### config.mk
export PLATFORM = sky130hd
export DESIGN_NAME = printf_integer_field_formatter
export DESIGN_NICKNAME = d
export VERILOG_FILES = /design/src/sv/pif_pkg.sv /design/src/sv/pif_datapath.sv /design/src/sv/pif_control.sv /design/src/sv/printf_integer_field_formatter.sv
export SDC_FILE = /design/constraint.sdc
export NUM_CORES = 1
export LEC_CHECK = 0
export ABC_AREA = 1
export BUFFER_PORTS_ARGS = -buffer_cell sky130_fd_sc_hd__buf_2
export CAP_MARGIN = 40
export CORE_ASPECT_RATIO = 1.1
export CORE_MARGIN = 1
export CORE_UTILIZATION = 32
export CTS_CLUSTER_DIAMETER = 150
export CTS_CLUSTER_SIZE = 14
export DETAILED_ROUTE_END_ITERATION = 10
export PLACE_DENSITY = 0.47
export REMOVE_ABC_BUFFERS = 1
export SLEW_MARGIN = 20
export SYNTH_ARGS = -nofsm -noshare
export SYNTH_HDL_FRONTEND = slang
export SYNTH_SLANG_ARGS = --single-unit
export TNS_END_PERCENT = 30
### constraint.sdc
create_clock -name clock -period 6.6 [get_ports clock]
set_clock_uncertainty 0.05 [all_clocks]
set_input_delay 0.99 -clock clock [delete_from_list [all_inputs] [get_ports clock]]
set_output_delay 0.99 -clock clock [all_outputs]
set_load 0.02 [all_outputs]
### src/sv/pif_pkg.sv
`default_nettype none
// ---------------------------------------------------------------------------
// pif_pkg: shared types for the integer field formatter
// Controller states, command/status structs and character constants.
// ---------------------------------------------------------------------------
package pif_pkg;

   typedef enum logic [2:0] {
      ST_IDLE,
      ST_DIGIT,
      ST_EMIT,
      ST_WAIT
   } state_type;

   typedef enum logic [2:0] {
      CV_SDEC  = 3'd0,
      CV_UDEC  = 3'd1,
      CV_OCT   = 3'd2,
      CV_HEX   = 3'd3,
      CV_UHEX  = 3'd4,
      CV_PTR   = 3'd5,
      CV_CHAR  = 3'd6,
      CV_NONE  = 3'd7
   } conv_type;

   typedef enum logic [2:0] {
      SEG_PAD_A,
      SEG_PRE,
      SEG_FILL,
      SEG_ZPAD,
      SEG_BODY,
      SEG_PAD_B,
      SEG_DONE
   } seg_type;

   typedef struct packed {
      logic load;       // capture request word
      logic digit_step; // produce one digit
      logic plan;       // compute layout
      logic emit_step;  // advance output pointer
   } cmd_type;

   typedef struct packed {
      logic invalid;    // unused conversion
      logic digits_done;
      logic emit_done;  // pointer passed last char
   } sts_type;

   localparam logic [7:0] CH_ZERO  = 8'h30;
   localparam logic [7:0] CH_SPACE = 8'h20;
   localparam logic [7:0] CH_MINUS = 8'h2D;

   function automatic logic [7:0] hex_char(input logic [3:0] d, input logic upper);
      logic [7:0] c;
      if (d < 4'd10) c = 8'h30 + {4'd0, d};
      else if (upper) c = 8'h37 + {4'd0, d};
      else c = 8'h57 + {4'd0, d};
      return c;
   endfunction

   function automatic logic [7:0] nil_char(input logic [2:0] i);
      logic [7:0] c;
      unique case (i)
         3'd0: c = 8'h28;
         3'd1: c = 8'h6E;
         3'd2: c = 8'h69;
         3'd3: c = 8'h6C;
         default: c = 8'h29;
      endcase
      return c;
   endfunction

endpackage
`default_nettype wire

### src/sv/pif_datapath.sv
`default_nettype none
// ---------------------------------------------------------------------------
// pif_datapath: digit generation and character sequencing
// Holds the request, builds digits one per cycle and walks the field layout.
// ---------------------------------------------------------------------------
module pif_datapath #(
   parameter int MAX_FIELD     = 64,
   parameter int MAX_PRECISION = 60,
   parameter int DIGIT_BUFFER  = 32
) (
   input  wire logic             clock,
   input  wire pif_pkg::cmd_type cmd,
   output pif_pkg::sts_type      sts,
   input  wire logic [63:0]      req_value,
   input  wire logic [2:0]       req_conversion,
   input  wire logic             req_wide_arg,
   input  wire logic             req_left_align,
   input  wire logic             req_pad_zero,
   input  wire logic             req_alt_form,
   input  wire logic             req_has_precision,
   input  wire logic [6:0]       req_field_width,
   input  wire logic [5:0]       req_precision_value,
   output logic [7:0]            out_char,
   output logic                  last_char
);
   localparam int BW = $clog2(DIGIT_BUFFER + 1);
   localparam int IW = $clog2(DIGIT_BUFFER);
   localparam int FW = $clog2(MAX_FIELD + 1);
   localparam int PW = $clog2(MAX_PRECISION + 1);
   localparam int CW = 8;
   localparam int DABBLE_STEPS = 64;

   // digit buffer; digits stored least significant first
   logic [7:0] digit_ff [DIGIT_BUFFER];

   logic [63:0]     mag_ff, mag_in;
   logic [79:0]     bcd_ff, bcd_in;
   logic [6:0]      dab_ff, dab_in;
   logic            dec_ff;
   pif_pkg::conv_type conv_ff;
   logic            left_ff, zpad_ff, alt_ff, hasp_ff, neg_ff, text_ff, nil_ff;
   logic [7:0]      cbyte_ff;
   logic [FW-1:0]   fw_ff;
   logic [PW-1:0]   prec_ff;
   logic [BW-1:0]   blen_ff;
   logic            zskip_ff;
   logic [CW-1:0]   fill_ff, pad_ff;
   logic [1:0]      plen_ff;
   logic [7:0]      pre0_ff, pre1_ff;
   pif_pkg::seg_type seg_ff, seg_in;
   logic [CW-1:0]   cnt_ff, cnt_in;

   logic [63:0] v_ext, v_abs;
   logic        v_neg;
   logic [3:0]  dig;
   logic [63:0] mag_div;
   logic [7:0]  dig_ch;
   logic [79:0] bcd_adj;
   logic        dab_done;
   logic        dwrite;

   always_comb begin
      v_ext = req_value;
      if (!req_wide_arg && req_conversion != pif_pkg::CV_PTR) begin
         v_ext = {32'd0, req_value[31:0]};
         if (req_conversion == pif_pkg::CV_SDEC && req_value[31])
            v_ext = {32'hFFFF_FFFF, req_value[31:0]};
      end
      v_neg = (req_conversion == pif_pkg::CV_SDEC) && v_ext[63];
      v_abs = v_neg ? (64'd0 - v_ext) : v_ext;
   end

   // octal and hex shift digits out; decimal reads them from the BCD register
   always_comb begin
      dig     = bcd_ff[3:0];
      mag_div = mag_ff;
      unique case (conv_ff)
         pif_pkg::CV_OCT: begin
            dig = {1'b0, mag_ff[2:0]};
            mag_div = mag_ff >> 3;
         end
         pif_pkg::CV_HEX, pif_pkg::CV_UHEX, pif_pkg::CV_PTR: begin
            dig = mag_ff[3:0];
            mag_div = mag_ff >> 4;
         end
         default: ;
      endcase
      dig_ch = pif_pkg::hex_char(dig, conv_ff == pif_pkg::CV_UHEX);
   end

   // shift-and-add-3 binary to decimal, one bit per step
   always_comb begin
      for (int j = 0; j < 20; j++)
         bcd_adj[4*j +: 4] = (bcd_ff[4*j +: 4] >= 4'd5) ? bcd_ff[4*j +: 4] + 4'd3
                                                        : bcd_ff[4*j +: 4];
   end

   assign dab_done = dab_ff == 7'(DABBLE_STEPS);

   logic [BW-1:0] blen_in;
   always_comb begin
      mag_in  = mag_ff;
      blen_in = blen_ff;
      bcd_in  = bcd_ff;
      dab_in  = dab_ff;
      dwrite  = 1'b0;
      if (cmd.digit_step) begin
         if (!dab_done) begin
            bcd_in = {bcd_adj[78:0], mag_ff[63]};
            mag_in = {mag_ff[62:0], 1'b0};
            dab_in = dab_ff + 7'd1;
         end else begin
            if (dec_ff) bcd_in = {4'd0, bcd_ff[79:4]};
            else mag_in = mag_div;
            blen_in = blen_ff + BW'(1);
            dwrite  = 1'b1;
         end
      end
   end

   always_ff @(posedge clock) begin
      if (cmd.load) begin
         mag_ff   <= v_abs;
         bcd_ff   <= '0;
         dec_ff   <= req_conversion == pif_pkg::CV_SDEC
                     || req_conversion == pif_pkg::CV_UDEC;
         dab_ff   <= (req_conversion == pif_pkg::CV_SDEC
                     || req_conversion == pif_pkg::CV_UDEC) ? 7'd0 : 7'(DABBLE_STEPS);
         conv_ff  <= pif_pkg::conv_type'(req_conversion);
         left_ff  <= req_left_align;
         zpad_ff  <= req_pad_zero;
         alt_ff   <= req_alt_form;
         hasp_ff  <= req_has_precision;
         neg_ff   <= v_neg;
         nil_ff   <= req_conversion == pif_pkg::CV_PTR && req_value == 64'd0;
         text_ff  <= req_conversion == pif_pkg::CV_CHAR
                     || (req_conversion == pif_pkg::CV_PTR && req_value == 64'd0);
         cbyte_ff <= req_value[7:0];
         fw_ff    <= (req_field_width > 7'(MAX_FIELD)) ? FW'(MAX_FIELD)
                                                       : FW'(req_field_width);
         prec_ff  <= (req_precision_value > 6'(MAX_PRECISION)) ? PW'(MAX_PRECISION)
                                                               : PW'(req_precision_value);
         zskip_ff <= req_has_precision && req_precision_value == 6'd0
                     && v_abs == 64'd0;
         blen_ff  <= '0;
      end else begin
         mag_ff  <= mag_in;
         bcd_ff  <= bcd_in;
         dab_ff  <= dab_in;
         blen_ff <= blen_in;
      end
      if (dwrite)
         digit_ff[blen_ff[IW-1:0]] <= dig_ch;
   end

   assign sts.invalid = conv_ff == pif_pkg::CV_NONE;
   assign sts.digits_done = text_ff || zskip_ff
      || (dab_done && blen_ff != '0
          && ((dec_ff ? bcd_ff == 80'd0 : mag_ff == 64'd0)
              || blen_ff == BW'(DIGIT_BUFFER)));

   // layout plan
   logic [CW-1:0] blen_eff, fill_c, plen_c, total_c, pad_c;
   logic [1:0]    plen2;
   logic [7:0]    p0, p1;
   logic          zp;
   always_comb begin
      fill_c = '0;
      plen2  = 2'd0;
      p0     = pif_pkg::CH_ZERO;
      p1     = 8'h78;
      zp     = zpad_ff && !hasp_ff;
      if (text_ff) begin
         blen_eff = nil_ff ? CW'(5) : CW'(1);
         if (hasp_ff) begin
            if (CW'(prec_ff) < blen_eff) blen_eff = CW'(prec_ff);
         end
      end else begin
         blen_eff = zskip_ff ? '0 : CW'(blen_ff);
         if (hasp_ff && CW'(prec_ff) > blen_eff) fill_c = CW'(prec_ff) - blen_eff;
         if (neg_ff) begin
            plen2 = 2'd1;
            p0    = pif_pkg::CH_MINUS;
         end else if (conv_ff == pif_pkg::CV_OCT && alt_ff) begin
            if (fill_c == '0 && (blen_eff == '0
                || digit_ff[IW'(blen_ff - BW'(1))] != pif_pkg::CH_ZERO))
               plen2 = 2'd1;
         end else if (conv_ff == pif_pkg::CV_PTR || (alt_ff && !zskip_ff
                  && (conv_ff == pif_pkg::CV_HEX || conv_ff == pif_pkg::CV_UHEX)
                  && !(blen_ff == BW'(1) && digit_ff[0] == pif_pkg::CH_ZERO))) begin
            plen2 = 2'd2;
            if (conv_ff == pif_pkg::CV_UHEX) p1 = 8'h58;
         end
      end
      plen_c  = CW'(plen2);
      total_c = plen_c + fill_c + blen_eff;
      pad_c   = (CW'(fw_ff) > total_c) ? CW'(fw_ff) - total_c : '0;
   end

   // body length latched at plan time for emission
   logic [CW-1:0] body_ff;
   logic          zp_ff;

   function automatic logic [CW-1:0] seg_len(input pif_pkg::seg_type s,
      input logic [CW-1:0] pa, input logic [CW-1:0] pl, input logic [CW-1:0] fi,
      input logic [CW-1:0] bo, input logic l, input logic z);
      logic [CW-1:0] n;
      unique case (s)
         pif_pkg::SEG_PAD_A: n = (l || z) ? '0 : pa;
         pif_pkg::SEG_PRE:   n = pl;
         pif_pkg::SEG_FILL:  n = fi;
         pif_pkg::SEG_ZPAD:  n = (z && !l) ? pa : '0;
         pif_pkg::SEG_BODY:  n = bo;
         pif_pkg::SEG_PAD_B: n = l ? pa : '0;
         default:            n = '0;
      endcase
      return n;
   endfunction

   // first segment after s that has chars
   function automatic pif_pkg::seg_type next_seg(input pif_pkg::seg_type s,
      input logic [CW-1:0] pa, input logic [CW-1:0] pl, input logic [CW-1:0] fi,
      input logic [CW-1:0] bo, input logic l, input logic z);
      pif_pkg::seg_type t;
      t = pif_pkg::SEG_DONE;
      for (int k = 5; k >= 0; k--)
         if (3'(k) > s
             && seg_len(pif_pkg::seg_type'(3'(k)), pa, pl, fi, bo, l, z) != '0)
            t = pif_pkg::seg_type'(3'(k));
      return t;
   endfunction

   // layout: PAD_A PRE FILL ZPAD BODY PAD_B; empty segments are skipped
   logic [CW-1:0]    cur_len;
   pif_pkg::seg_type after_seg;
   logic             last_c;
   always_comb begin
      cur_len   = seg_len(seg_ff, pad_ff, CW'(plen_ff), fill_ff, body_ff, left_ff, zp_ff);
      after_seg = next_seg(seg_ff, pad_ff, CW'(plen_ff), fill_ff, body_ff, left_ff, zp_ff);
      seg_in    = seg_ff;
      cnt_in    = cnt_ff;
      if (cmd.plan) begin
         if (seg_len(pif_pkg::SEG_PAD_A, pad_c, plen_c, fill_c, blen_eff, left_ff, zp)
             != '0)
            seg_in = pif_pkg::SEG_PAD_A;
         else
            seg_in = next_seg(pif_pkg::SEG_PAD_A, pad_c, plen_c, fill_c, blen_eff,
                              left_ff, zp);
         cnt_in = '0;
      end else if (cmd.emit_step) begin
         if (cnt_ff + CW'(1) < cur_len) begin
            cnt_in = cnt_ff + CW'(1);
         end else begin
            seg_in = after_seg;
            cnt_in = '0;
         end
      end
      last_c = (cnt_ff + CW'(1) >= cur_len) && after_seg == pif_pkg::SEG_DONE;
   end

   always_ff @(posedge clock) begin
      seg_ff <= seg_in;
      cnt_ff <= cnt_in;
      if (cmd.plan) begin
         fill_ff <= fill_c;
         pad_ff  <= pad_c;
         plen_ff <= plen2;
         pre0_ff <= p0;
         pre1_ff <= p1;
         body_ff <= blen_eff;
         zp_ff   <= zp;
      end
   end

   logic [IW-1:0] bidx;
   always_comb begin
      bidx = IW'(CW'(blen_ff) - CW'(1) - cnt_ff);
      unique case (seg_ff)
         pif_pkg::SEG_PRE:  out_char = (cnt_ff == '0) ? pre0_ff : pre1_ff;
         pif_pkg::SEG_FILL, pif_pkg::SEG_ZPAD: out_char = pif_pkg::CH_ZERO;
         pif_pkg::SEG_BODY: begin
            if (nil_ff) out_char = pif_pkg::nil_char(cnt_ff[2:0]);
            else if (text_ff) out_char = cbyte_ff;
            else out_char = digit_ff[bidx];
         end
         default: out_char = pif_pkg::CH_SPACE;
      endcase
   end

   assign last_char     = last_c;
   assign sts.emit_done = seg_ff == pif_pkg::SEG_DONE;

endmodule
`default_nettype wire

### src/sv/pif_control.sv
`default_nettype none
// ---------------------------------------------------------------------------
// pif_control: conversion sequencer
// Accepts a word, runs digit steps, then emits characters with a one-word
// output register.
// ---------------------------------------------------------------------------
module pif_control (
   input  wire logic             clock,
   input  wire logic             reset,
   input  wire logic             req_valid,
   output logic                  req_stall,
   output logic                  rsp_valid,
   input  wire logic             rsp_stall,
   output pif_pkg::cmd_type      cmd,
   input  wire pif_pkg::sts_type sts,
   input  wire logic [7:0]       char_in,
   input  wire logic             last_in,
   output logic [7:0]            rsp_out_char,
   output logic                  rsp_last_char
);
   pif_pkg::state_type state_ff, state_in;
   logic       ov_ff;
   logic       take;
   logic [7:0] ch_ff;
   logic       last_ff;

   assign take = !ov_ff || !rsp_stall;

   always_comb begin
      state_in = state_ff;
      unique case (state_ff)
         pif_pkg::ST_IDLE:  if (req_valid) state_in = pif_pkg::ST_DIGIT;
         pif_pkg::ST_DIGIT: begin
            if (sts.invalid) state_in = pif_pkg::ST_IDLE;
            else if (sts.digits_done) state_in = pif_pkg::ST_WAIT;
         end
         pif_pkg::ST_WAIT:  state_in = pif_pkg::ST_EMIT;
         pif_pkg::ST_EMIT:  if (sts.emit_done) state_in = pif_pkg::ST_IDLE;
         default:           state_in = pif_pkg::ST_IDLE;
      endcase
   end

   always_comb begin
      cmd = '0;
      req_stall = 1'b1;
      unique case (state_ff)
         pif_pkg::ST_IDLE: begin
            req_stall = 1'b0;
            cmd.load  = req_valid;
         end
         pif_pkg::ST_DIGIT: begin
            cmd.digit_step = !sts.digits_done && !sts.invalid;
            cmd.plan       = sts.digits_done && !sts.invalid;
         end
         pif_pkg::ST_EMIT:  cmd.emit_step = !sts.emit_done && take;
         default: ;
      endcase
   end

   always_ff @(posedge clock) begin
      if (reset) begin
         state_ff <= pif_pkg::ST_IDLE;
         ov_ff    <= 1'b0;
      end else begin
         state_ff <= state_in;
         if (cmd.emit_step) ov_ff <= 1'b1;
         else if (!rsp_stall) ov_ff <= 1'b0;
      end
      if (cmd.emit_step) begin
         ch_ff   <= char_in;
         last_ff <= last_in;
      end
   end

   assign rsp_valid     = ov_ff;
   assign rsp_out_char  = ch_ff;
   assign rsp_last_char = last_ff;

   a_hold: assert property (@(posedge clock) disable iff (reset)
      rsp_valid && rsp_stall |=> rsp_valid && $stable(rsp_out_char))
      else $error("output word dropped under stall");
   a_idle_accept: assert property (@(posedge clock) disable iff (reset)
      !req_stall |-> state_ff == pif_pkg::ST_IDLE)
      else $error("request taken while busy");
   a_step_excl: assert property (@(posedge clock) disable iff (reset)
      !(cmd.digit_step && cmd.emit_step))
      else $error("digit and emit overlap");
endmodule
`default_nettype wire

### src/sv/printf_integer_field_formatter.sv
`default_nettype none
// Sequence: after a request is taken, the sequencer runs the binary-to-decimal
// shifts (d/i and u only), then a digit step per digit, plans the layout and emits.
// Conversions are not overlapped: a new request is taken only when the sequencer
// is idle again; the output register holds its word while rsp_stall is high.
// Reset: synchronous, active high; returns the sequencer to idle, no word out.
// ---------------------------------------------------------------------------
// printf_integer_field_formatter: formats one integer conversion as ASCII
// Controller plus datapath, one character per output word.
// ---------------------------------------------------------------------------
module printf_integer_field_formatter #(
   parameter int MAX_FIELD     = 64,
   parameter int MAX_PRECISION = 60,
   parameter int DIGIT_BUFFER  = 32
) (
   input  wire logic        clock,
   input  wire logic        reset,
   input  wire logic        req_valid,
   output logic             req_stall,
   input  wire logic [63:0] req_value,
   input  wire logic [2:0]  req_conversion,
   input  wire logic        req_wide_arg,
   input  wire logic        req_left_align,
   input  wire logic        req_pad_zero,
   input  wire logic        req_alt_form,
   input  wire logic        req_has_precision,
   input  wire logic [6:0]  req_field_width,
   input  wire logic [5:0]  req_precision_value,
   output logic             rsp_valid,
   input  wire logic        rsp_stall,
   output logic [7:0]       rsp_out_char,
   output logic             rsp_last_char
);
   pif_pkg::cmd_type cmd;
   pif_pkg::sts_type sts;
   logic [7:0] ch;
   logic       lst;

   pif_datapath #(
      .MAX_FIELD(MAX_FIELD), .MAX_PRECISION(MAX_PRECISION),
      .DIGIT_BUFFER(DIGIT_BUFFER)
   ) u_dp (
      .clock, .cmd, .sts, .req_value, .req_conversion, .req_wide_arg,
      .req_left_align, .req_pad_zero, .req_alt_form, .req_has_precision,
      .req_field_width, .req_precision_value, .out_char(ch), .last_char(lst)
   );

   pif_control u_ctl (
      .clock, .reset, .req_valid, .req_stall, .rsp_valid, .rsp_stall,
      .cmd, .sts, .char_in(ch), .last_in(lst), .rsp_out_char, .rsp_last_char
   );
endmodule
`default_nettype wire
* Word level (Yosys, flattened, before mapping)
Memories as Yosys holds them, arrays and structs flattened. Cells that the tools add are included.
Operators by class: add/subtract/negate cells 34, order comparisons 34, eq/ne operators 36, multiplexer cells 108, bitwise operators 1, reductions and logical operators 85
Operators with widths (count):
- 64-bit 2-to-1 mux | 7
- 8-bit 2-to-1 mux | 30
- 64-bit logical NOT | 3
- 80-bit 2-to-1 mux | 2
- 64-bit one-hot mux with 2 select lines | 1
- 8-bit nonzero test | 12
- 4-bit by 3-bit greater-or-equal comparator with 1-bit output (second input constant) | 20
- 80-bit logical NOT | 1
- 4-bit by 2-bit adder with 4-bit output (second input constant) | 19
- 4-bit 2-to-1 mux | 19
- 1-bit by 64-bit subtractor with 64-bit output (first input constant) | 1
- 3-bit 2-to-1 mux | 17
- 8-bit one-hot mux with 6 select lines | 1
- 1-bit logical AND | 28
- 7-bit 2-to-1 mux | 4
- 7-bit one-hot mux with 4 select lines | 1
- 3-bit equality test (second input constant) | 9
- 3-bit by 2-bit equality test with 1-bit output (second input constant) | 8
- 8-bit logical NOT | 3
- 8-bit one-hot mux with 3 select lines | 1
- 2-bit 2-to-1 mux | 9
- 6-bit by 4-bit adder with 7-bit output (first input constant) | 2
- 3-bit by 1-bit equality test with 1-bit output (second input constant) | 4
- 3-bit logical NOT | 4
- other kinds (48) | 92
Word-level totals: bits in registers 257, bits in writable memories 256, bits of input ports 89, output and inout port bits 11, word-level logic and storage cells 329, memories 1
Memory list:
- u_dp.digit_ff | depth 32, width 8, read ports 3, clocked after memory_dff 0, write ports 1, line pif_datapath.sv:34 | logic [7:0] digit_ff [DIGIT_BUFFER];

* Logic depth before layout (Yosys ltp)
depth after elaboration 28, gate-level depth with buffers 43, gate-level depth less buffers 39

* Cells and area by module
Synthesis repeated with hierarchy kept, for this count alone.
Second synthesis, totals: cells, all modules 3801, area total of the unflattened synthesis 29753.5 um2
Modules (own cells, without submodules):
- pif_datapath | instances 1, cells an instance 3759, area each 29281.8 um2, sequential area each 12632.1 um2
- pif_control | instances 1, cells an instance 42, area each 471.7 um2, sequential area each 330.3 um2

* Worst setup path before layout
No wires, ideal clock.
path type register to register, start reg u_dp.blen_ff[0], end reg u_dp.seg_ff[2], data pin, library setup time 0.278 ns, arrival time 5.311 ns, data required time 6.272 ns, slack 0.962 ns, stages on the path, launching flop included 37, path buffers 2, clock period less this slack 5.638 ns, cell sequence dfxtp_1 -> inv_2 -> buf_2 -> buf_1 -> nor2_1 -> ha_1 -> fa_1 -> o21ai_1 -> nand2_1 -> nand2_1 -> nand2_1 -> or2_2 -> nand3_1 -> nor4_1 -> nand2_1 -> nand2_1 -> fa_1 -> ha_1 -> inv_1 -> fa_1 -> o21ai_0 -> xor2_1 -> ha_1 -> nand2_1 -> inv_1 -> nand4_1 -> nand3_1 -> nand2_1 -> a21oi_1 -> inv_1 -> nor2_1 -> o41ai_1 -> nand2_1 -> nand2_1 -> and2_1 -> nand2_1 -> o21ai_1
Between the ends: longest elaborated chain between the ends 24, elaborated cells on any way between the ends 56, those cells by class 5 x add/sub; 2 x order compare; 3 x eq/ne; 26 x mux; 19 x reduce/logical; 1 x memory
Ends and longest elaborated chain:
- start, declared | line pif_datapath.sv:45 | logic [BW-1:0] blen_ff;
- start signal, assigned | line pif_datapath.sv:150 | blen_ff <= blen_in;
- branches (longest 6 deep; another with memory 32 x 8 bit)
- 1-bit logical AND * | line pif_datapath.sv:185 | if (fill_c == '0 && (blen_eff == '0
- 1-bit 2-to-1 mux * | line pif_datapath.sv:185
- 2-bit 2-to-1 mux * | line pif_datapath.sv:184 | end else if (conv_ff == pif_pkg::CV_OCT && alt_ff) begin
- 2-bit 2-to-1 mux * | line pif_datapath.sv:181 | if (neg_ff) begin
- 2-bit 2-to-1 mux * | line pif_datapath.sv:173 | if (text_ff) begin
- named net u_dp.plen2[0] | line pif_datapath.sv:164 | logic [1:0] plen2;
- 2-bit by 8-bit adder with 8-bit output | line pif_datapath.sv:196 | total_c = plen_c + fill_c + blen_eff;
- (+3 left out)
- 8-bit 2-to-1 mux | line pif_datapath.sv:212 | pif_pkg::SEG_ZPAD: n = (z && !l) ? pa : '0;
- 8-bit 2-to-1 mux | line pif_datapath.sv:243 | if (seg_len(pif_pkg::SEG_PAD_A, pad_c, plen_c, fill_c, blen_eff, left_ff, zp)
- 8-bit 2-to-1 mux | line pif_datapath.sv:242 | if (cmd.plan) begin
- 8-bit nonzero test | line pif_datapath.sv:228 | && seg_len(pif_pkg::seg_type'(3'(k)), pa, pl, fi, bo, l, z) != '0)
- 3-bit 2-to-1 mux (3 in a row) | line pif_datapath.sv:227 | if (3'(k) > s
- 3-bit 2-to-1 mux * | line pif_datapath.sv:243
- 3-bit 2-to-1 mux * | line pif_datapath.sv:242
- named net u_dp.seg_in[2] | line pif_datapath.sv:50 | pif_pkg::seg_type seg_ff, seg_in;
- end signal, assigned | line pif_datapath.sv:262 | seg_ff <= seg_in;
- end, declared | line pif_datapath.sv:50
Mark *: on every way through the listed nets, which the timed path passes. The select of a mux whose other input is x is not followed. A chain may end at the register's enable or synchronous reset.

* Final worst setup path
start reg u_dp.blen_ff[1], end reg u_dp.seg_ff[2], data pin
Same word-level chain as after synthesis.

==> metrics.cfg <==
[logic_synthesis]
yosysWarnings=0
synth_top_cell_by_area=edfxtp_1
synth-xor-area-share_pct=2.29
netlist.area_leader.share_pct=36.7
synth_cell_types=64
synth_mux_area_share_pct=0.361
yosysMostFrequentCell=nand2_1
synth_compound_area_share_pct=17.5
synth-async-reset-ratio_pct=0
syn_area_um2=30100
syn_inst=3963
synth_edf_count=368
syn_avg_cell_area_um2=7.61
synth_seq_cells=465
yosys-top-cells-area=edfxtp_1, nand2_1, o21ai_0
ys_seq_area_share_pct=43.1
synthFlopType=edfxtp_1
synthSimpleGateAreaFrac_pct=23.8
synth-adder-area-share_pct=5.01
ys_top_cells_by_count=nand2_1, o21ai_0, nor2_1, inv_1, edfxtp_1
synth_top_family_by_area=simple AND/OR/NAND/NOR gates

[floorplan]
fp.dieH_um=324
start_util_pct=32.4
core_area_um2=93000
rows=117
fp.dieW_um=295
dieArea_um2=95400
num_io_pins=100

[critical_path]
start_kind=flip-flop
path_class=flip-flop to flip-flop
crit_path_end_kind=flip-flop
r2r-start=u_dp.blen_ff[1]
slowest_stage=dfxtp_1
cp.depth=37
cp_top_family=simple AND/OR/NAND/NOR gates
cp_slowest_stage_delay_ps=490
r2r_slack_ps=560
cp_max_fo=8
critPathLaunch=u_dp.blen_ff[1]
rr_worst_depth=37
critPathRequiredTime_ps=6890
cpMostUsedCell=nand2_1
endpoint=u_dp.seg_ff[2]
crit_arrival_ps=6320
reg2reg_to=u_dp.seg_ff[2]
cp_num_buf_inv=7

[cells_and_area]
nets=4183
fillerInstances=9861
area_delta_synth_final_pct=10.5
multi_input_area_um2=14900
drive_gt1_share_pct=7.48
register_area_um2=13000
fin_cells=5248
postLayoutCellArea_um2=33300

[cts]
htreeDepth=2
cts_buffers=39
cts.sinks=465
cts_buffer_depth=3
path_clk_slew_ps=70
root_buffer=clkbuf_16
worst_skew_pair.late_latency_ps=590
tritoncts=built

[power_and_ir_drop]
pwr-share-clk_pct=21.3
switchingPower_w=0.00426
sw_frac_of_total_pct=40.6
p_per_area_nw_per_um2=315
seqPwrFrac_pct=40.6
internal-power_w=0.00623
combPwrFrac_pct=38.1
vdd.ir_drop.worst_v=0.000266
power_leakage_nw=12.8

[routing]
drc=0
viasPerCell=5.11
totalWireLength_um=97100
drtIter0Drc=1958
wl_per_cell_um=18.5
detail_route.first_pass.iterations=7
num_vias=26833
detail-route-antenna-nets=0

[sta]
max_freq_ghz=0.166
maxSlewHeadroom_pct=42.7
tightestPinTransition_ps=860
period_share_pct=91.5
setup_violations=0
slew_viol_final=0
period_minus_slack_ps=6040
hold_viol=0
fin_ws_ps=563

[place]
post-place-ws_ps=301
gp_congestion=0.885
place_area_um2=32000
dpl.hpwl_um=69100
io_buffer_count=99
dp.cells=5167

[run]
cap_violations=0

[global_routing]
grt_max_degree=161
grt_pass1_wl_um=149000
antenna_found_initial=4
track_usage_pct=20.0
overflow=0
grt_pass1_vias=25010

[run_status]
status=completed

[worst_hold_path]
hold_class=flip-flop to flip-flop

==> worst reg2reg max path: cells and delay by family, from the launching register on <==
kind                     cells  cell delay (ps)
adder cells (fa/ha/maj)      5             1540
flip-flops                   1              490
XOR/XNOR                     2              460
AO/OA/AOI/OAI                4              480
AND/OR/NAND/NOR             19             1930
buffers and inverters        7              820
==> cells in the final DEF (no fill, tap or decap), drive strengths merged, types with 33 or more instances in the layout <==
| cell | synthesis | routed |
|---|---|---|
| a21oi | 288 | 288 |
| buf | 77 | 172 |
| clkbuf | 124 | 58 |
| dfxtp | 97 | 97 |
| edfxtp | 368 | 368 |
| ha | 111 | 111 |
| inv | 397 | 397 |
| nand2 | 857 | 857 |
| nand3 | 242 | 242 |
| nand4 | 54 | 54 |
| nor2 | 469 | 469 |
| nor4 | 33 | 33 |
| o211ai | 43 | 43 |
| o21ai | 555 | 555 |
| xor2 | 61 | 61 |
==> sequential cells by signal (all words and copies together), names as in the netlist, 6 cells and up <==
register            flops
u_dp.bcd_ff            80
u_dp.digit_ff         224
u_dp.dab_ff             7
u_dp.cnt_ff             8
u_dp.mag_ff            64
u_dp.fw_ff              7
u_dp.blen_ff            6
u_dp.cbyte_ff           8
u_dp.pad_ff             8
u_dp.prec_ff            6
u_dp.body_ff            6
u_dp.fill_ff            8
u_ctl.rsp_out_char      8
==> per-stage QoR <==
step / utilization [%] / hold slack [ps] / setup TNS, ps / power (W)
2_1_floorplan: - / 404 / -883230 / 0.00682
3_3_place_gp: 34.2 / 410 / 0 / 0.00826
3_5_place_dp: 34.4 / 415 / 0 / 0.00828
4_1_cts: 35.6 / 424 / 0 / 0.0105
5_1_grt: 35.8 / 461 / -15.1 / 0.0112
6_report: 35.8 / 420 / 0 / 0.0105
==> worst min-delay path by stage <==
stage / start / to / slack (ps) / cells after the start
finish: u_ctl.rsp_valid / u_ctl.rsp_valid / 420 / 2
global route: u_ctl.rsp_valid / u_ctl.rsp_valid / 460 / 2
CTS: u_ctl.rsp_valid / u_ctl.rsp_valid / 420 / 2
detailed placement: u_ctl.rsp_valid / u_ctl.rsp_valid / 420 / 2
global placement: u_ctl.rsp_valid / u_ctl.rsp_valid / 410 / 2
floorplan: u_dp.bcd_ff[77] / u_dp.bcd_ff[77] / 400 / 2
==> metal layers <==
metal,up-vias,wire (µm),global-route usage [%]
met3,103,3660,1.89
met1,12739,44900,27.5
met2,530,46300,33.7
met4,2,2240,5.27
li1,13459,-,-
met5,-,13,0
==> what timing repair did <==
action,CTS,global route
endpoints found under the setup margin,0,3
buffers inserted,0,11
hold buffers,0,0
gates resized for setup,0,10
==> power by group through the flow <==
stage	logic [W]	registers, W	clock network, W
3_3_place_gp	0.00393	0.00433	0
6_report	0.00400	0.00426	0.00223
2_1_floorplan	0.00261	0.00421	0
4_1_cts	0.00397	0.00426	0.00232
5_1_grt	0.00451	0.00432	0.00241
3_5_place_dp	0.00396	0.00432	0
==> cells by family after synthesis <==
kind of cell,Yosys count
xor gates and xnor gates,78
AOI/OAI and AO/OA,984
adders and majority gates,117
buffers and inverters,599
and+or+nand+nor,1709
DFF,465
other,1
muxes,10
==> final cells by class <==
type                       count  area share (%)
multi-input combinational   2900            44.7
sequential                   465            39.0
tap                         1249            4.69
inverter                     398            4.53
timing repair buffer         172            3.70
clock buffer                  58            3.17
clock inverter                 3           0.120
timing repair inverter         1          0.0225
antenna                        2          0.0150
Power figures use the tool's default switching activity.
